--- config.mk ---
export PLATFORM = sky130hd
export DESIGN_NAME = sorted_insert_buffer_top
export DESIGN_NICKNAME = d
export VERILOG_FILES = /design/src/rtl/sib_pkg.sv /design/src/rtl/sorted_insert_buffer_top.sv /design/src/rtl/sib_store.sv /design/src/rtl/sib_seq.sv
export SDC_FILE = /design/constraint.sdc
export NUM_CORES = 1
export LEC_CHECK = 0
export ABC_AREA = 1
export ABC_CLOCK_PERIOD_IN_PS = 9000
export BUFFER_PORTS_ARGS = -buffer_cell sky130_fd_sc_hd__buf_2
export CAP_MARGIN = 20
export CORE_ASPECT_RATIO = 1.2
export CORE_MARGIN = 8
export CORE_UTILIZATION = 55
export CTS_BUF_LIST = sky130_fd_sc_hd__clkbuf_4 sky130_fd_sc_hd__clkbuf_8 sky130_fd_sc_hd__clkbuf_16
export DETAILED_ROUTE_END_ITERATION = 10
export PLACE_DENSITY = 0.71
export SLEW_MARGIN = 20
export SYNTH_ARGS = -nofsm -noshare
export SYNTH_HDL_FRONTEND = slang
export SYNTH_SLANG_ARGS = --single-unit
--- constraint.sdc ---
create_clock -name clk -period 9 [get_ports clk]
set_input_delay 0.9 -clock clk [delete_from_list [all_inputs] [get_ports clk]]
set_output_delay 0.9 -clock clk [all_outputs]
set_load 0.005 [all_outputs]
--- src/rtl/sib_pkg.sv ---
`default_nettype none
package sib_pkg;

	localparam int DEPTH_DEF      = 32;
	localparam int VALUE_BITS_DEF = 16;

	// Fixed widths of the stream fields.
	localparam int VALUE_W = 16;
	localparam int CMD_W   = 2;
	localparam int S_DATA_W = 16;
	localparam int M_DATA_W = 24;

	typedef enum logic [CMD_W-1:0] {
		CMD_INSERT    = 2'd0,
		CMD_READ_ASC  = 2'd1,
		CMD_READ_DESC = 2'd2
	} cmd_t;

	typedef struct packed {
		logic wr_en;
		logic rd_en;
	} mem_ctl_t;

endpackage
`default_nettype wire

--- src/rtl/sorted_insert_buffer_top.sv ---
`default_nettype none
// Sorted insert buffer: keeps up to DEPTH unsigned values in ascending order in a
// memory with one write port and a registered read port. An insert (tuser 0)
// places the value ahead of any equal entries and gives one transfer with status
// set when the store was full; a read (tuser 1 ascending, 2 descending) gives one
// transfer per stored entry with tlast on the final one, or a single empty
// transfer. One shared compare unit walks the memory from the top, one read and
// one write per entry moved. s_axis_tready stays low while a command is handled:
// through the walk and the response of an insert, through every stored entry of
// a readout, and through the response of a dropped insert, an empty read or an
// unused command. The walk and the readout are paced by the one memory read
// port, and a result that waits on m_axis_tready holds it low for longer. No
// clearing pass is needed after reset.
module sorted_insert_buffer_top #(
	parameter int DEPTH      = sib_pkg::DEPTH_DEF,
	parameter int VALUE_BITS = sib_pkg::VALUE_BITS_DEF
) (
	input  wire                            clk,
	input  wire                            arst_n,
	input  wire                            s_axis_tvalid,
	output logic                           s_axis_tready,
	input  wire  [sib_pkg::S_DATA_W-1:0]   s_axis_tdata,  // new_value
	input  wire  [sib_pkg::CMD_W-1:0]      s_axis_tuser,  // command
	output logic                           m_axis_tvalid,
	input  wire                            m_axis_tready,
	output logic [sib_pkg::M_DATA_W-1:0]   m_axis_tdata,  // value, list_empty, status
	output logic                           m_axis_tuser,  // value_valid
	output logic                           m_axis_tlast
);
	import sib_pkg::*;

	localparam int AW = $clog2(DEPTH);

	mem_ctl_t              mem_ctl;
	logic [AW-1:0]         mem_wr_addr;
	logic [AW-1:0]         mem_rd_addr;
	logic [VALUE_BITS-1:0] mem_wr_data;
	logic [VALUE_BITS-1:0] mem_rd_data;
	logic [VALUE_W-1:0]    out_value;
	logic                  out_list_empty;
	logic                  out_status;

	sib_store #(
		.DEPTH      (DEPTH),
		.VALUE_BITS (VALUE_BITS)
	) u_store (
		.clk     (clk),
		.ctl     (mem_ctl),
		.wr_addr (mem_wr_addr),
		.wr_data (mem_wr_data),
		.rd_addr (mem_rd_addr),
		.rd_data (mem_rd_data)
	);

	sib_seq #(
		.DEPTH      (DEPTH),
		.VALUE_BITS (VALUE_BITS)
	) u_seq (
		.clk             (clk),
		.arst_n          (arst_n),
		.in_valid        (s_axis_tvalid),
		.in_ready        (s_axis_tready),
		.in_cmd          (cmd_t'(s_axis_tuser)),
		.in_value        (s_axis_tdata[VALUE_W-1:0]),
		.mem_ctl         (mem_ctl),
		.mem_wr_addr     (mem_wr_addr),
		.mem_wr_data     (mem_wr_data),
		.mem_rd_addr     (mem_rd_addr),
		.mem_rd_data     (mem_rd_data),
		.out_valid       (m_axis_tvalid),
		.out_ready       (m_axis_tready),
		.out_value       (out_value),
		.out_value_valid (m_axis_tuser),
		.out_last        (m_axis_tlast),
		.out_list_empty  (out_list_empty),
		.out_status      (out_status)
	);

	assign m_axis_tdata = {{(M_DATA_W - VALUE_W - 2){1'b0}}, out_status, out_list_empty,
		out_value};

endmodule
`default_nettype wire

--- src/rtl/sib_store.sv ---
`default_nettype none
module sib_store #(
	parameter int DEPTH      = 32,
	parameter int VALUE_BITS = 16
) (
	input  wire                          clk,
	input  sib_pkg::mem_ctl_t            ctl,
	input  wire  [$clog2(DEPTH)-1:0]     wr_addr,
	input  wire  [VALUE_BITS-1:0]        wr_data,
	input  wire  [$clog2(DEPTH)-1:0]     rd_addr,
	output logic [VALUE_BITS-1:0]        rd_data
);
	import sib_pkg::*;

	logic [VALUE_BITS-1:0] mem_q [DEPTH];

	always_ff @(posedge clk) begin
		if (ctl.wr_en) begin
			mem_q[wr_addr] <= wr_data;
		end
		if (ctl.rd_en) begin
			rd_data <= mem_q[rd_addr];
		end
	end

endmodule
`default_nettype wire

--- src/rtl/sib_seq.sv ---
`default_nettype none
module sib_seq #(
	parameter int DEPTH      = 32,
	parameter int VALUE_BITS = 16
) (
	input  wire                              clk,
	input  wire                              arst_n,
	input  wire                              in_valid,
	output logic                             in_ready,
	input  sib_pkg::cmd_t                    in_cmd,
	input  wire  [sib_pkg::VALUE_W-1:0]      in_value,
	output sib_pkg::mem_ctl_t                mem_ctl,
	output logic [$clog2(DEPTH)-1:0]         mem_wr_addr,
	output logic [VALUE_BITS-1:0]            mem_wr_data,
	output logic [$clog2(DEPTH)-1:0]         mem_rd_addr,
	input  wire  [VALUE_BITS-1:0]            mem_rd_data,
	output logic                             out_valid,
	input  wire                              out_ready,
	output logic [sib_pkg::VALUE_W-1:0]      out_value,
	output logic                             out_value_valid,
	output logic                             out_last,
	output logic                             out_list_empty,
	output logic                             out_status
);
	import sib_pkg::*;

	localparam int AW = $clog2(DEPTH);
	localparam int CW = $clog2(DEPTH + 1);

	typedef enum logic [5:0] {
		ST_IDLE    = 6'b000001,
		ST_INS_RD  = 6'b000010,
		ST_INS_CMP = 6'b000100,
		ST_RD_RD   = 6'b001000,
		ST_RD_OUT  = 6'b010000,
		ST_RESP    = 6'b100000
	} state_t;

	state_t                state_q;
	logic [CW-1:0]         count_q;
	logic [CW-1:0]         ptr_q;
	logic [VALUE_BITS-1:0] nv_q;
	logic                  desc_q;
	logic                  status_q;
	logic                  out_valid_q;
	logic [VALUE_W-1:0]    out_value_q;
	logic                  out_value_valid_q;
	logic                  out_last_q;
	logic                  out_empty_q;
	logic                  out_status_q;

	logic                  out_free;
	logic                  shift_up;
	logic [CW-1:0]         ptr_m1;
	logic [CW-1:0]         rev_idx;
	logic                  read_last;
	logic                  load_entry;
	logic                  load_resp;

	assign out_free   = !out_valid_q || out_ready;
	// The shared comparator: entries not smaller than the new value move up one place.
	assign shift_up   = (mem_rd_data >= nv_q);
	assign ptr_m1     = ptr_q - CW'(1);
	assign rev_idx    = count_q - CW'(1) - ptr_q;
	assign read_last  = (ptr_q == count_q - CW'(1));
	assign load_entry = (state_q == ST_RD_OUT) && out_free;
	assign load_resp  = (state_q == ST_RESP) && out_free;

	assign in_ready = (state_q == ST_IDLE);

	always_comb begin
		mem_ctl     = '0;
		mem_wr_addr = ptr_q[AW-1:0];
		mem_wr_data = nv_q;
		mem_rd_addr = ptr_m1[AW-1:0];
		unique case (state_q)
			ST_INS_RD: begin
				if (ptr_q == '0) begin
					mem_ctl.wr_en = 1'b1;
				end else begin
					mem_ctl.rd_en = 1'b1;
				end
			end
			ST_INS_CMP: begin
				mem_ctl.wr_en = 1'b1;
				if (shift_up) begin
					mem_wr_data = mem_rd_data;
				end
			end
			ST_RD_RD: begin
				mem_ctl.rd_en = 1'b1;
				mem_rd_addr   = desc_q ? rev_idx[AW-1:0] : ptr_q[AW-1:0];
			end
			default: begin
			end
		endcase
	end

	always_ff @(posedge clk or negedge arst_n) begin
		if (!arst_n) begin
			state_q     <= ST_IDLE;
			count_q     <= '0;
			ptr_q       <= '0;
			desc_q      <= 1'b0;
			status_q    <= 1'b0;
			out_valid_q <= 1'b0;
		end else begin
			if (load_entry || load_resp) begin
				out_valid_q <= 1'b1;
			end else if (out_ready) begin
				out_valid_q <= 1'b0;
			end
			unique case (state_q)
				ST_IDLE: begin
					if (in_valid) begin
						unique case (in_cmd) inside
							CMD_INSERT: begin
								if (count_q == CW'(DEPTH)) begin
									status_q <= 1'b1;
									state_q  <= ST_RESP;
								end else begin
									status_q <= 1'b0;
									ptr_q    <= count_q;
									state_q  <= ST_INS_RD;
								end
							end
							CMD_READ_ASC, CMD_READ_DESC: begin
								status_q <= 1'b0;
								ptr_q    <= '0;
								desc_q   <= (in_cmd == CMD_READ_DESC);
								state_q  <= (count_q == '0) ? ST_RESP : ST_RD_RD;
							end
							default: begin
								status_q <= 1'b0;
								state_q  <= ST_RESP;
							end
						endcase
					end
				end
				ST_INS_RD: begin
					if (ptr_q == '0) begin
						count_q <= count_q + CW'(1);
						state_q <= ST_RESP;
					end else begin
						state_q <= ST_INS_CMP;
					end
				end
				ST_INS_CMP: begin
					if (shift_up) begin
						ptr_q   <= ptr_m1;
						state_q <= ST_INS_RD;
					end else begin
						count_q <= count_q + CW'(1);
						state_q <= ST_RESP;
					end
				end
				ST_RD_RD: begin
					state_q <= ST_RD_OUT;
				end
				ST_RD_OUT: begin
					if (out_free) begin
						if (read_last) begin
							state_q <= ST_IDLE;
						end else begin
							ptr_q   <= ptr_q + CW'(1);
							state_q <= ST_RD_RD;
						end
					end
				end
				ST_RESP: begin
					if (out_free) begin
						state_q <= ST_IDLE;
					end
				end
				default: begin
					state_q <= ST_IDLE;
				end
			endcase
		end
	end

	always_ff @(posedge clk) begin
		if (state_q == ST_IDLE && in_valid) begin
			nv_q <= VALUE_BITS'(in_value);
		end
		if (load_entry) begin
			out_value_q       <= VALUE_W'(mem_rd_data);
			out_value_valid_q <= 1'b1;
			out_last_q        <= read_last;
			out_empty_q       <= 1'b0;
			out_status_q      <= 1'b0;
		end else if (load_resp) begin
			out_value_q       <= '0;
			out_value_valid_q <= 1'b0;
			out_last_q        <= 1'b1;
			out_empty_q       <= (count_q == '0);
			out_status_q      <= status_q;
		end
	end

	assign out_valid       = out_valid_q;
	assign out_value       = out_value_q;
	assign out_value_valid = out_value_valid_q;
	assign out_last        = out_last_q;
	assign out_list_empty  = out_empty_q;
	assign out_status      = out_status_q;

endmodule
`default_nettype wire

==> results of run 1 <==
## state kept, by name, summed over array words and instances, names as in the netlist, 6 cells and up
| signal | count |
|---|---|
| u_seq.state_q | 6 |
| u_seq.nv_q | 16 |
| u_store.rd_data | 16 |
| u_seq.out_value | 16 |
| u_store.mem_q | 512 |
| u_seq.count_q | 6 |
| u_seq.ptr_q | 6 |
## cells in the final DEF, fill, tap and decap left out, types with 3 or more instances in the layout
cell,Yosys,layout
nor2_1,82,82
buf_4,16,62
xnor2_1,4,4
dfxtp_1,3,3
clkbuf_4,0,11
nand3_1,546,546
o221ai_1,3,3
conb_1,1,6
nor2_4,3,3
o21ai_0,31,14
o21ai_1,3,3
a21oi_1,13,12
inv_1,478,478
edfxtp_1,561,561
nand2_2,6,6
xor2_1,11,11
a211oi_1,3,3
o21ai_2,0,17
nand4_1,9,9
nor3_1,8,8
dfrtp_1,20,20
clkbuf_8,0,10
clkbuf_16,0,58
clkinv_1,1,10
ha_1,32,32
nand2_1,519,515
buf_2,80,43
clkinv_2,0,12
nand3b_1,112,112
## cell families (layout without fill, tap and decap cells)
kind of cell	after synthesis	count (layout)
flip-flops	585	585
XOR/XNOR	15	15
AO/OA/AOI/OAI	60	60
buffers and inverters	622	692
other	1	7
AND/OR/NAND/NOR	1292	1292
adder cells (fa/ha/maj)	33	33
## final timing paths
kind	endpoint	startpoint	depth (start not counted)	slack (ns)
hold reg to reg	u_seq.out_value_valid$_SDFFE_PP1P_	u_seq.out_value_valid$_SDFFE_PP1P_	2	0.45
setup / recovery	u_store.rd_data[6]$_DFFE_PP_	u_seq.ptr_q[0]$_DFFE_PN0P_	13	4.29
max in group asynchronous	u_seq.state_q[0]$_DFFE_PN1P_	arst_n	1	8.39
hold / removal	u_seq.status_q$_DFFE_PN0P_	arst_n	1	0.25
setup reg to reg	u_store.rd_data[6]$_DFFE_PP_	u_seq.ptr_q[0]$_DFFE_PN0P_	13	4.29
min in group clk	u_seq.out_value_valid$_SDFFE_PP1P_	u_seq.out_value_valid$_SDFFE_PP1P_	2	0.45
## worst reg2reg max path: cells and delay by family (launching register included)
family | cells | cell delay, ns
AO/OA/AOI/OAI | 1 | 0.16
flip-flops | 1 | 0.55
AND/OR/NAND/NOR | 10 | 2.32
buffers and inverters | 1 | 1.05
adder cells (fa/ha/maj) | 1 | 0.38
## area by class of cell
type / count / area [sq um]
fill: 3862 / 18580
clock buffer: 79 / 1672
multi-input combinational: 1406 / 7091
inverter: 482 / 1814
timing repair buffer: 105 / 680.7
sequential: 585 / 17430
clock inverter: 26 / 163.9
tap: 630 / 788.3
antenna: 1 / 2.502
## synth_stat cells
cell,n,share of area (%)
o211ai_1,2,0.056
nand3_2,1,0.037
o31ai_1,1,0.028
buf_1,15,0.21
edfxtp_1,561,63
clkbuf_1,27,0.38
buf_6,2,0.084
nand2_1,519,7.2
buf_2,80,1.5
or2_2,1,0.023
nand3_1,546,10
nor3b_1,2,0.056
inv_1,478,6.7
a31oi_1,1,0.023
o21bai_1,1,0.028
ha_1,32,1.5
o2111ai_1,1,0.033
nand4_1,9,0.21
dfstp_2,1,0.098
nor4_1,1,0.023
buf_4,16,0.45
nor2_4,3,0.13
dfxtp_1,3,0.22
a211oi_1,3,0.084
o21ai_0,31,0.58
dfrtp_1,20,1.9
xor2_1,11,0.36
o21ai_1,3,0.056
nor2_2,1,0.023
xnor2_1,4,0.13
nor3_1,8,0.15
o221ai_1,3,0.098
nand3b_1,112,3.1
nand2_2,6,0.14
a21oi_1,13,0.24
o22ai_1,1,0.023
conb_1,1,0.014
fa_1,1,0.074
inv_2,3,0.042
nor2_1,82,1.1
clkinv_1,1,0.014
nand3_4,1,0.065
## power breakdown
| group | switching, mW | internal (mW) |
|---|---|---|
| registers | 0.0645 | 3.24 |
| logic | 3.13 | 1.14 |
| clock network | 1.01 | 1.32 |
| total | 4.20 | 5.71 |
## metrics by stage
step                util (%)  cell area [sq um]  setup WS (ns)  power, mW
floorplan                  -              26910          5.760      6.192
global placement       57.65              27800          4.495      7.497
detailed placement     57.66              27810          4.373      7.567
CTS                    61.46              29640          4.367      9.881
global route           61.46              29640          3.931      10.39
finish                 61.47              29640          4.291      9.902
## routing by layer
layer,global-route usage (%),vias to the layer above,share of wire (%)
li1,-,8687,-
met1,31.85,9195,37
met2,43.08,998,49
met3,3.147,197,8.6
met4,12.40,0,5.1
met5,0,-,0
==> results.sh, run 1 <==
export IMPL_timing_hold_violations_final=0
export IMPL_max_stage_delay_ns=0.96
export IMPL_drv_slew=0
export IMPL_die_area_sq_um=56260
export IMPL_ys_ff_latch=585
export IMPL_cp_slowest_cell="buf_4"
export IMPL_clock_fmax_mhz=212.4
export IMPL_clk_pin_slew_ns=0.06
export IMPL_drt_wl_total_um=71930
export IMPL_worst_slew_pin_slew_ns=1.103
export IMPL_grt_pass1_vias=18880
export IMPL_crit_family="simple AND/OR/NAND/NOR gates"
export IMPL_syn_inst=2608
export IMPL_synth_xor_area_share_pct=0.4885
export IMPL_globalplace_congestion=0.8962
export IMPL_drt_pass1_iter_count=6
export IMPL_synth_adder_area_share_pct=1.563
export IMPL_peakVddDrop_v=0.0002205
export IMPL_grt_setup_unrepaired="no"
export IMPL_dp_cells=3208
export IMPL_netlist_area_sq_um=26890
export IMPL_die_h_um=258.2
export IMPL_grt_pass1_wl_um=109400
export IMPL_path_class="register to register"
export IMPL_synth_mux_area_share_pct=0
export IMPL_cts_resized=0
export IMPL_cts_setup_buffers=0
export IMPL_period_share_pct=52.32
export IMPL_ys_warn_count=0
export IMPL_path_cells="ha_1 -> nand2_1 -> o21ai_1 -> nand3_4 -> nand2_8 -> buf_4 -> nand2_1 -> nand3_1 -> nand3_1 -> nand3_1 -> nand2_1 -> nand2_1 -> nand2_1"
export IMPL_numCtsBuffers=57
export IMPL_grt_usage_pct=25.32
export IMPL_status="finished, final reports clean"
export IMPL_grt_antenna_before_repair=3
export IMPL_synth_top_family_by_area="simple AND/OR/NAND/NOR gates"
export IMPL_syn_avg_cell_area_sq_um=10.31
export IMPL_fin_tns_setup_ns=0
export IMPL_row_count=88
export IMPL_nNetsFinal=2692
export IMPL_dr_first_iter_drc_count=2449
export IMPL_ios=50
export IMPL_p_leak_nw=12.40
export IMPL_ctsHoldBuffers=0
export IMPL_hp_class="input port to async pin"
export IMPL_start_util_pct=55.76
export IMPL_dp_final_hpwl_um=40820
export IMPL_worst_setup_path_start_kind="register"
export IMPL_cts_tree="yes"
export IMPL_ys_types=42
export IMPL_num_vias=19080
export IMPL_grt_start_max_net_pins=142
export IMPL_synth_simple_gate_area_share_pct=22.53
export IMPL_end_kind="register"
export IMPL_post_drt_wl_per_cell_um=21.70
export IMPL_clockRootBuffer="clkbuf_16"
export IMPL_coreArea_sq_um=48230
export IMPL_cts_max_path_buffers=3
export IMPL_antenna_left=0
export IMPL_overflow=0
export IMPL_whs_ns=0.2477
export IMPL_skew_ns=0.02227
export IMPL_clk_latency_ns=0.62
export IMPL_seq_area_frac_synth_pct=64.83
export IMPL_port_buffers=43
export IMPL_cap_viol_max_count=0
export IMPL_drc=0
export IMPL_area_growth_pct=10.24
export IMPL_die_width_um=217.9
export IMPL_power_density_nw_per_um2=334.0
export IMPL_setup_viol=0
export IMPL_crit_path_frequent_cell="nand2_1"
export IMPL_required_ns=9.36
export IMPL_drive_gt1_share_pct=8.945
export IMPL_vias_per_cell=5.756
export IMPL_final_cells=3314
export IMPL_slew_headroom_pct=26.48
export IMPL_crit_arrival_ns=5.07
export IMPL_cp_num_buf_inv=1
export IMPL_cp_max_fo=141
export IMPL_h_tree_depth=2
export IMPL_synth_compound_area_share_pct=1.247
export IMPL_finalCriticalPeriod_ns=4.709
export IMPL_cts_sinks=585
No activity file was read; power rests on OpenSTA's default activity.
==> run 2: changes to the inputs <==
ABC_CLOCK_PERIOD_IN_PS = 4500   (was 9000)
clock period = 4.5 ns   (was 9 ns; I/O delays follow)
==> run 2 against run 1 <==
Effect of this change:
- die area is the same
- via count is 1.8% higher
- first-iteration DRC count fell by 0.98%
- critical path depth increased by 2
- sequential power grew 100%
- clock skew decreased by 0.0032 ns
- non-clock buffer count grew 24
- sequential share of layout area decreased by 1.0 points
- largest power group unchanged
==> results.sh, run 2 (same netlist as run 1, synthesis figures left out) <==
export IMPL_cts_setup_buffers=0
export IMPL_rr_worst_depth=15
export IMPL_grt_pass1_vias=19310
export IMPL_num_vias=19430
export IMPL_path_cells="inv_1 -> ha_1 -> inv_1 -> fa_1 -> o21ai_0 -> nand2_1 -> nand2_4 -> inv_6 -> buf_4 -> nand3_1 -> nand3_1 -> nand3_1 -> nand2_1 -> nand2_1 -> nand2_1"
export IMPL_cap_viol_max_count=0
export IMPL_drv_slew=0
export IMPL_drc=0
export IMPL_final_area_sq_um=30170
export IMPL_grt_pass1_wl_um=114500
export IMPL_final_cell_mix="edfxtp_1 (561), nand3_1 (546), nand2_1 (516)"
export IMPL_antenna_left=0
export IMPL_grt_usage_pct=26.58
export IMPL_setup_viol=0
export IMPL_p_leak_nw=12.64
export IMPL_max_stage_delay_ns=0.68
export IMPL_final_cells=3338
export IMPL_timing_rr_start="u_seq.count_q[0]$_DFFE_PN0P_"
export IMPL_dr_first_iter_drc_count=2425
export IMPL_largest_reg_flops=512
export IMPL_fin_tns_setup_ns=0
export IMPL_finalCriticalPeriod_ns=3.744
export IMPL_hp_class="input port to register"
export IMPL_skew_ns=0.01909
export IMPL_drt_pass1_iter_count=6
export IMPL_dp_cells=3221
export IMPL_p_sw_share_pct=42.00
export IMPL_cts_sinks=585
export IMPL_min_to="u_seq.nv_q[1]$_DFFE_PP_"
export IMPL_crit_family="buffers and inverters"
export IMPL_internal_power_mw=12.17
export IMPL_port_buffers=43
export IMPL_numCtsBuffers=57
export IMPL_status="finished, final reports clean"
export IMPL_p_sw_mw=8.814
export IMPL_grt_setup_unrepaired="no"
export IMPL_cp_num_cells=15
export IMPL_path_class="register to register"
export IMPL_overflow=0
export IMPL_ctsHoldBuffers=11
export IMPL_vias_per_cell=5.820
export IMPL_h_tree_depth=2
export IMPL_final_common_cell="edfxtp_1"
export IMPL_comb_power_share_pct=43.4
export IMPL_clock_fmax_mhz=267.1
export IMPL_r2r_end="u_store.rd_data[9]$_DFFE_PP_"
export IMPL_start_util_pct=55.76
export IMPL_coreArea_sq_um=48230
export IMPL_drt_wl_total_um=75390
export IMPL_grt_start_max_net_pins=161
export IMPL_crit_path_frequent_cell="nand2_1"
export IMPL_cts_max_path_buffers=3
export IMPL_slew_headroom_pct=28.39
export IMPL_worst_setup_path_start_kind="register"
export IMPL_ios=50
export IMPL_cts_resized=0
export IMPL_power_density_nw_per_um2=695.6
export IMPL_globalplace_congestion=0.9133
export IMPL_cp_max_fo=102
export IMPL_cp_num_buf_inv=4
export IMPL_clkPwrFrac_pct=25.0
export IMPL_crit_arrival_ns=4.21
export IMPL_hold_path_depth=1
export IMPL_die_area_sq_um=56260
export IMPL_n_antenna_cell=0
export IMPL_required_ns=4.97
export IMPL_dpl_cell_area_sq_um=27990
export IMPL_reg2reg_setup_slack_ns=0.76
export IMPL_regMostFlops="u_store.mem_q"
export IMPL_hp_start="s_axis_tdata[1]"
export IMPL_clockRootBuffer="clkbuf_16"
export IMPL_timing_hold_violations_final=0
export IMPL_drive_gt1_share_pct=9.232
export IMPL_die_width_um=217.9
export IMPL_period_share_pct=83.19
export IMPL_end_kind="register"
export IMPL_cp_slowest_cell="inv_6"
export IMPL_dp_final_hpwl_um=43200
export IMPL_cts_tree="yes"
export IMPL_clk_latency_ns=0.62
export IMPL_peakVddDrop_v=0.001187
export IMPL_worst_slew_pin_slew_ns=1.074
export IMPL_power_frac_seq_pct=31.5
export IMPL_clk_pin_slew_ns=0.06
export IMPL_fin_ws_ns=0.7565
export IMPL_pre_cts_slack_ns=0.8827
export IMPL_area_growth_pct=12.19
export IMPL_post_drt_wl_per_cell_um=22.59
export IMPL_die_h_um=258.2
export IMPL_row_count=88
export IMPL_grt_antenna_before_repair=1
export IMPL_nNetsFinal=2716
run 2: stage by stage:
step / utilization, % / power (mW) / hold WS [ns]
global route: 62.56 / 21.90 / 0.01104
floorplan: - / 12.38 / 0.1544
detailed placement: 58.05 / 15.63 / 0.4396
global placement: 58.05 / 15.51 / 0.4302
CTS: 62.56 / 20.92 / 0.001341
finish: 62.56 / 20.98 / 0.02466
run 2: layout make-up:
cell class	count	area [sq um]
Tap cell	630	788.3
Sequential cell	585	17430
Multi-Input combinational cell	1406	7081
Clock buffer	69	1551
Fill cell	3799	18060
Timing Repair Buffer	129	988.4
Clock inverter	37	513.0
Inverter	482	1814
run 2: power by group through the flow:
stage	combinational [mW]	clock [mW]	sequential [mW]
global route	9.79	5.48	6.63
global placement	8.79	0	6.72
finish	9.11	5.25	6.62
floorplan	5.68	0	6.70
detailed placement	8.90	0	6.73
CTS	9.00	5.31	6.61
run 2: how the worst max path moves through the flow:
stage	start	to	slack, ns
2_1_floorplan	u_store.rd_data[7]$_DFFE_PP_	u_store.mem_q[0][0]$_DFFE_PP_	1.26
5_1_grt	u_seq.count_q[0]$_DFFE_PN0P_	u_store.rd_data[9]$_DFFE_PP_	0.61
6_report	u_seq.count_q[0]$_DFFE_PN0P_	u_store.rd_data[9]$_DFFE_PP_	0.76
4_1_cts	u_seq.count_q[0]$_DFFE_PN0P_	u_store.rd_data[9]$_DFFE_PP_	0.81
3_3_place_gp	u_seq.ptr_q[0]$_DFFE_PN0P_	u_store.rd_data[6]$_DFFE_PP_	0.95
3_5_place_dp	u_seq.count_q[0]$_DFFE_PN0P_	u_store.rd_data[10]$_DFFE_PP_	0.88
run 2: worst reg2reg max path, stage by stage (launching register included):
cell	delay, ns
dfrtp_1	0.42
inv_1	0.13
ha_1	0.32
inv_1	0.09
fa_1	0.50
o21ai_0	0.08
nand2_1	0.11
nand2_4	0.08
inv_6	0.68
buf_4	0.45
nand3_1	0.11
nand3_1	0.09
nand3_1	0.18
nand2_1	0.11
nand2_1	0.14
nand2_1	0.13
run 2: routing by layer:
metal  vias to the layer above  routed length [um]  share of wire, %  global-route usage [%]
li1                       8744                   -                 -                       -
met1                      9387               27180                36                   32.80
met2                      1067               37010                49                   44.54
met3                       229                6576               8.7                   3.695
met4                         0                4626               6.1                   15.37
met5                         -                   0                 0                       0
